===== config.mk =====
export PLATFORM = sky130hd
export DESIGN_NAME = mco_ram
export DESIGN_NICKNAME = d
export VERILOG_FILES = /design/src/hw/rtl/mco_ram.sv
export SDC_FILE = /design/constraint.sdc
export NUM_CORES = 1
export LEC_CHECK = 0
export BUFFER_PORTS_ARGS = -buffer_cell sky130_fd_sc_hd__buf_2
export CORE_MARGIN = 2
export CORE_UTILIZATION = 30
export CTS_BUF_LIST = sky130_fd_sc_hd__clkbuf_8
export DETAILED_ROUTE_END_ITERATION = 10
export GPL_TIMING_DRIVEN = 0
export PLACE_DENSITY = 0.53
export RECOVER_POWER = 25
export SETUP_SLACK_MARGIN = 0.4
export SKIP_CTS_REPAIR_TIMING = 1
export SLEW_MARGIN = 0
export SYNTH_ARGS = -nofsm -noshare
export SYNTH_HDL_FRONTEND = slang
export SYNTH_SLANG_ARGS = --single-unit

===== constraint.sdc =====
create_clock -name clock -period 3.5 [get_ports clock]
set_input_delay 0 -clock clock [delete_from_list [all_inputs] [get_ports clock]]
set_output_delay 0 -clock clock [all_outputs]
set_load 0.01 [all_outputs]

===== src/hw/rtl/mco_ram.sv =====
// Simple dual-port RAM: one write port, one read port with registered data.
`timescale 1ns / 1ps
module mco_ram #(
   parameter int WIDTH = 8,
   parameter int DEPTH = 16
) (
   input  logic                     clock,
   input  logic                     we,
   input  logic [$clog2(DEPTH)-1:0] waddr,
   input  logic [WIDTH-1:0]         wdata,
   input  logic [$clog2(DEPTH)-1:0] raddr,
   output logic [WIDTH-1:0]         rdata
);
   logic [WIDTH-1:0] mem [DEPTH];

   always_ff @(posedge clock) begin
      if (we) begin
         mem[waddr] <= wdata;
      end
      rdata <= mem[raddr];
   end
endmodule


* Word level (Yosys, flattened, before mapping) *
Memories as Yosys holds them, arrays and structs flattened. A register that Yosys moved wholly into a read port is not among the register bits.
Cells that the tools add are included.

word-level totals
  memories = 1
  output and inout bits = 8
  bits in read-only memories = 0
  word-level logic and storage cells = 3
  bits in writable memories = 128
  bits of input ports = 18
  register bits after elaboration = 0
  bits in latches = 0

cells by class
  multipliers = 0
  magnitude comparators = 0
  equality and inequality tests = 0
  $add $sub $neg = 0
  reductions and logical operators = 0
  multiplexer cells = 2
  bitwise operators = 0
  shift-type cells = 0
  div/mod/pow operators = 0

memories
  name  words  bits a word  rd ports  clocked after memory_dff  write ports  RTL line  source
  mem   16     8            1         1                         1            14        logic [WIDTH-1:0] mem [DEPTH];

operators with widths
  cell    count
  $mux 1  2

* Depth between registers and ports, before layout *
Gate-level depths: netlist of run 1.

  depth in word-level cells = 2
  mapped depth = 5

* Worst setup path after synthesis of run 1 *
OpenSTA, ideal clock, no wires.

  path type = input -> register
  from = input port waddr[2]
  to = memory mem[0][0] (enable)
  stages on the path = 2
  data arrival time = 1.110 ns
  setup time = 0.383 ns
  slack = 2.007 ns
  buffers on the path = 0
  cell sequence = or3b_2 -> nor3_1

RTL lines
  element      RTL line  source
  from (decl)  9         input logic [$clog2(DEPTH)-1:0] waddr,
  to (decl)    14

Straight into the memory's write port.

==> results.yml, run 1 <==
cts:
  cts_root_buffer: "clkbuf_8"
  htreeDepth: 4
  insertion_delay_ns: 0.44
  cts_tree: "built"
  cts_buffers: 17
  cts_buffer_depth: 2
  cts.sinks: 136
  cts.clk_slew.worst_paths_ns: 0.07
die:
  initial_utilization_pct: 30.8
  io_pins: 26
  rows: 47
  core_mm2: 0.0167
  die_h_um: 135
  die_w_um: 135
  dieArea_mm2: 0.0182
outcome:
  run_status: "finished, final reports clean"
synth:
  ys.flop_type: "edfxtp_1"
  syn-cell-area_mm2: 0.00515
  syn-num-nets: 247
  syn_inst: 229
  synth.distinct_cells: 19
  synth_area_per_cell_um2: 22.5
  synth_edf_count: 128
  synthArstFlopShare_pct: 0
  synthDominantCellAreaShare_pct: 74.7
  synth_area_leader_cell: "edfxtp_1"
  yosysSeqAreaShare_pct: 77.8
  yosysWarnings: 0
  ys_seq_elements: 136
  synthTopCellsByArea: "edfxtp_1 75%, mux4_2 7.9%, mux4_1 7.1%"
  synthTopCellsByCount: "128 x edfxtp_1, 18 x mux4_2, 16 x a22oi_1"
  synth_most_common_cell: "edfxtp_1"
pwr:
  p_comb_share_pct: 5.6
  ir_drop_mv: 0.214
  p_leak_nw: 1.98
  netSwitchingPower_mw: 0.679
  p_per_area_mw_per_mm2: 552
  swShare_pct: 20.4
  seq_power_share_pct: 54.9
  p_int_mw: 2.65
  clkPwrFrac_pct: 39.6
final_layout:
  nets: 299
  fillers: 1573
  area_delta_synth_final_pct: 17.2
  utilization_pct: 36.1
  n_antenna_cell: 0
  drive_gt1_share_pct: 25.9
run:
  maxCapViolations: 0
timing:
  hold_viol_final: 0
  tns_ns: 0
  grt_setup_unrepaired: "no"
  clock.fmax_ghz: 0.710
  setup_viol: 0
  fin_skew_ns: 0.00905
  timing.slew.headroom_pct: 14.2
  final.period_utilization_pct: 40.2
  slew_violations: 0
  tightest_slew_ns: 1.28
  final.setup.worst_slack_ns: 2.09
  final.min_clock_period_ns: 1.41
global_route:
  grt_usage_pct: 12.3
  grt_pass1_wl_um: 15300
  overflow: 0
  antenna_found_initial: 0
  grt_pass1_vias: 2424
  grt_max_degree: 17
placed_design:
  hpwlAfterDp_um: 6710
  routabilityCongestion: 0.710
  port_buffers: 24
  pre_cts_ws_ns: 1.37
drt:
  viasPerCell: 4.68
  drt-pass1-iter-count: 4
  drcViolationCount: 0
  postRouteAntennaNets: 0
  wl_um: 10400
  drt_iter0_drc: 178
  vias: 2400
  post_drt_wl_per_cell_um: 20.4
setup_path:
  timing_worst_setup_path_type: "reg -> reg"
  crit_chain: "mux4_1, a22oi_1, nand2_1"
  slowest_delay_ns: 0.52
  path_max_fanout: 1
  slowest_stage: "mux4_1"
  worstSetupStartpointType: "flop"
  crit_family: "multiplexers"
  required_ns: 3.80
  arrival_ns: 1.71
  cp-end-kind: "flop"
  cp_num_buf_inv: 0
min_path:
  min_path_type: "in -> reg"
[cells in the final DEF, fill, tap and decap left out, types with 2 or more instances in the layout]
cell type        netlist  layout
clkdlybuf4s25_2        3       3
mux4_1                14      14
clkinv_2               0       3
edfxtp_1             128     128
nand2_1                9       9
nand2b_1               2       2
nor3_1                 4       3
nor2_1                13      13
dfxtp_1                8       8
buf_6                  3       3
bufinv_16              0       4
clkbuf_8               0      17
nand3b_1               2       2
mux4_2                18      18
clkinvlp_4             0       2
inv_1                  0       5
buf_2                  3      22
dlygate4sd3_1          0       8
a22oi_1               16      16
clkbuf_1               0       5
buf_4                  1       2
[path summary, 6_finish.rpt]
kind                   from        to  slack, ns  depth (start not counted)
hold / removal     raddr[0]  rdata[7]       0.06                          4
setup reg to reg  mem[9][4]  rdata[4]       2.09                          3
hold reg to reg   mem[2][7]  rdata[7]       0.70                          3
setup / recovery  mem[9][4]  rdata[4]       2.09                          3
[state kept, by name (all words and copies together), names as in the netlist]
register,cells
mem,128
rdata,8
[layout make-up]
class	instances	area [um^2]	area share (%)
repair buffers	33	201	3.34
clock inverters	14	169	2.80
flip-flops and latches	136	4000	66.4
clock buffers	17	234	3.88
multi-input cells	83	1060	17.6
plain buffers	10	86.3	1.43
well taps	220	275	4.56
[worst register-to-register path, cell delays in order (launching register included)]
cell,delay [ns]
edfxtp_1,0.37
mux4_1,0.52
a22oi_1,0.26
nand2_1,0.13
[through the flow]
step	total power [mW]	hold WS (ns)	cell area, um^2	instances
2_1_floorplan	1.96	0.0989	5150	229
3_3_place_gp	2.04	0.400	5540	473
3_5_place_dp	2.05	0.397	5540	473
4_1_cts	3.36	-0.0747	5950	504
5_1_grt	3.45	0.0339	6030	513
6_report	3.33	0.0552	6030	513
[logic make-up (layout without fill, tap and decap cells)]
group	Yosys count	in the layout	share of synthesized area, %
DFF	136	136	77.8
and+or+nand+nor	35	35	3.18
AOI/OAI and AO/OA	16	16	2.33
muxes	32	32	15.0
buffers and inverters	10	74	1.68
[routing by layer]
layer	vias to the layer above	wire length, um	global-route usage (%)
met3	5	581	3.83
met5	-	0	0
met4	0	56	4.51
met2	63	4950	18.2
li1	1076	-	-
met1	1256	4850	17.0
[power groups by stage]
stage | registers, mW | logic [mW] | clock network [mW]
after floorplan | 1.87 | 0.0924 | 0
after global placement | 1.86 | 0.180 | 0
after detailed placement | 1.86 | 0.183 | 0
after CTS | 1.83 | 0.183 | 1.35
after global routing | 1.83 | 0.203 | 1.41
final | 1.83 | 0.185 | 1.32
(Power assumes the default switching activity.)
==> run 2: changes to the inputs <==
==> constraint.sdc (replaced) <==
create_clock -name clock -period 1.3 [get_ports clock]
set_input_delay 0 -clock clock [delete_from_list [all_inputs] [get_ports clock]]
set_output_delay 0 -clock clock [all_outputs]
set_load 0.01 [all_outputs]
==> run 2 against run 1 <==
- the flow now finishes with violations (setup timing)
- clock power up 120%
- first-iteration DRC count up 65%
- register-to-register slack worse by 2.1 ns
- combinational power rose to 3.2 times the previous value
- final area up 2.2%
- clock skew up 0.0022 ns
- non-clock buffer count up 2
- global-route usage up 0.78 points
==> results.yml, run 2 (synthesis gave the netlist of run 1 again) <==
setup_path:
  slowest_delay_ns: 0.52
  worstSetupStartpointType: "flop"
  slowest_stage: "mux4_2"
  cp_num_buf_inv: 0
  rr_worst_depth: 3
  rr_startpoint: "mem[7][0]"
  crit_cells: 3
  crit_chain: "mux4_2, a22oi_2, nand2_1"
  path_max_fanout: 1
  rrSetupSlack_ns: -0.01
  required_ns: 1.61
  crit_family: "multiplexers"
  cp-end-kind: "flop"
  endpoint: "rdata[0]"
  r2r_end: "rdata[0]"
  arrival_ns: 1.63
  crit_start: "mem[7][0]"
  timing_worst_setup_path_type: "reg -> reg"
drt:
  viasPerCell: 4.68
  drcViolationCount: 0
  drt-pass1-iter-count: 6
  drt_iter0_drc: 294
  wl_um: 10700
  vias: 2414
  postRouteAntennaNets: 0
  post_drt_wl_per_cell_um: 20.8
final_layout:
  drive_gt1_share_pct: 42.2
  largest_reg_flops: 128
  area_delta_synth_final_pct: 19.8
  largest_register: "mem"
  finalNonFillerCells: 516
  layout_common_cells: "128 x edfxtp_1, 32 x mux4_2, 18 x buf_2"
  final_area_mm2: 0.00616
  reg_top3: "mem: 128 flops, rdata: 8 flops"
  mostFrequentLayoutCell: "edfxtp_1"
  n_antenna_cell: 0
  nets: 301
placed_design:
  hpwlAfterDp_um: 6730
  routabilityCongestion: 0.721
  place_area_mm2: 0.00559
  dp_cells: 473
  port_buffers: 24
  pre_cts_ws_ns: -0.289
cts:
  cts_buffers: 17
  cts_tree: "built"
  cts_root_buffer: "clkbuf_8"
  cts.sinks: 136
  htreeDepth: 4
  insertion_delay_ns: 0.44
  cts_buffer_depth: 2
  cts.clk_slew.worst_paths_ns: 0.07
pwr:
  power_mw: 8.37
  p_per_area_mw_per_mm2: 1360
  p_int_mw: 6.42
  p_comb_share_pct: 7.0
  swShare_pct: 23.2
  p_leak_nw: 1.92
  seq_power_share_pct: 58.9
  netSwitchingPower_mw: 1.94
  clkPwrFrac_pct: 34.1
  ir_drop_mv: 0.573
die:
  rows: 47
  die_h_um: 135
  io_pins: 26
  die_w_um: 135
  initial_utilization_pct: 30.8
  core_mm2: 0.0167
  dieArea_mm2: 0.0182
timing:
  final.setup.worst_slack_ns: -0.0146
  fin_skew_ns: 0.0113
  final.period_utilization_pct: 101
  setup_viol: 1
  timing.slew.headroom_pct: 35.0
  final.min_clock_period_ns: 1.31
  grt_setup_unrepaired: "yes"
  clock.fmax_ghz: 0.761
  hold_viol_final: 0
  tightest_slew_ns: 0.971
  slew_violations: 0
  holdWs_ns: 0.112
global_route:
  grt_pass1_wl_um: 16100
  grt_pass1_vias: 2547
  grt_usage_pct: 13.0
  grt_max_degree: 17
  use_met1_pct: 17.6
  overflow: 0
  grtUsageMet2_pct: 19.7
  antenna_found_initial: 0
  grt_use_met3_pct: 4.13
  top_usage_layer: "met2"
outcome:
  run_status: "finished with violations"
  failed_checks: "setup timing"
min_path:
  min_path_type: "in -> reg"
run:
  maxCapViolations: 0
==> run 2: cell types whose count changed in the layout (fill, tap and decap cells not counted), moves of 5 or more <==
cell and change:
mux4_1 -14, mux4_2 +14, a22oi_1 -8, nor2_4 +12, inv_1 -5, nor2_1 -12, a22oi_2 +8
==> run 2: worst register-to-register path, delay by kind of cell, from the launching register on <==
family	cells	cell delay (ns)
AO/OA/AOI/OAI	1	0.21
flip-flops	1	0.35
multiplexers	1	0.52
AND/OR/NAND/NOR	1	0.11
==> run 2: worst min path at each step <==
stage,startpoint,to,slack [ns],cells after the start
2_1_floorplan,wdata[0],mem[0][0],0.1,0
3_3_place_gp,wdata[6],mem[14][6],0.39,1
3_5_place_dp,rdata[0],rdata[0],0.40,1
4_1_cts,wdata[6],mem[13][6],-0.08,1
5_1_grt,waddr[0],mem[12][2],0.09,2
6_report,raddr[0],rdata[7],0.11,4
==> run 2: routing by layer <==
layer | part of all wire, % | vias up
met2 | 48 | 62
li1 | - | 1072
met1 | 47 | 1269
met5 | 0 | -
met3 | 4.6 | 11
met4 | 0.81 | 0
==> run 2: power by group through the flow <==
stage          clock network (mW)  logic, mW  registers, mW
3_5_place_dp                    0      0.521           5.02
2_1_floorplan                   0      0.276           5.03
3_3_place_gp                    0      0.513           5.01
4_1_cts                      2.96      0.522           4.92
5_1_grt                      3.18      0.633           4.93
6_report                     2.86      0.583           4.93
==> run 2: cell type report <==
| cell class | count | area [um^2] |
|---|---|---|
| clock inverter | 15 | 88.8 |
| buffer | 10 | 86.3 |
| tap | 220 | 275 |
| fill | 1565 | 10500 |
| sequential | 136 | 4010 |
| timing repair buffer | 35 | 279 |
| clock buffer | 17 | 234 |
| multi-input combinational | 83 | 1190 |
==> run 2: through the flow <==
step,TNS (ns),utilization (%)
floorplan,0,-
global placement,-10.27,33.5
detailed placement,-11.62,33.5
CTS,-0.475,35.4
global route,-0.291,36.9
finish,-0.0146,36.9
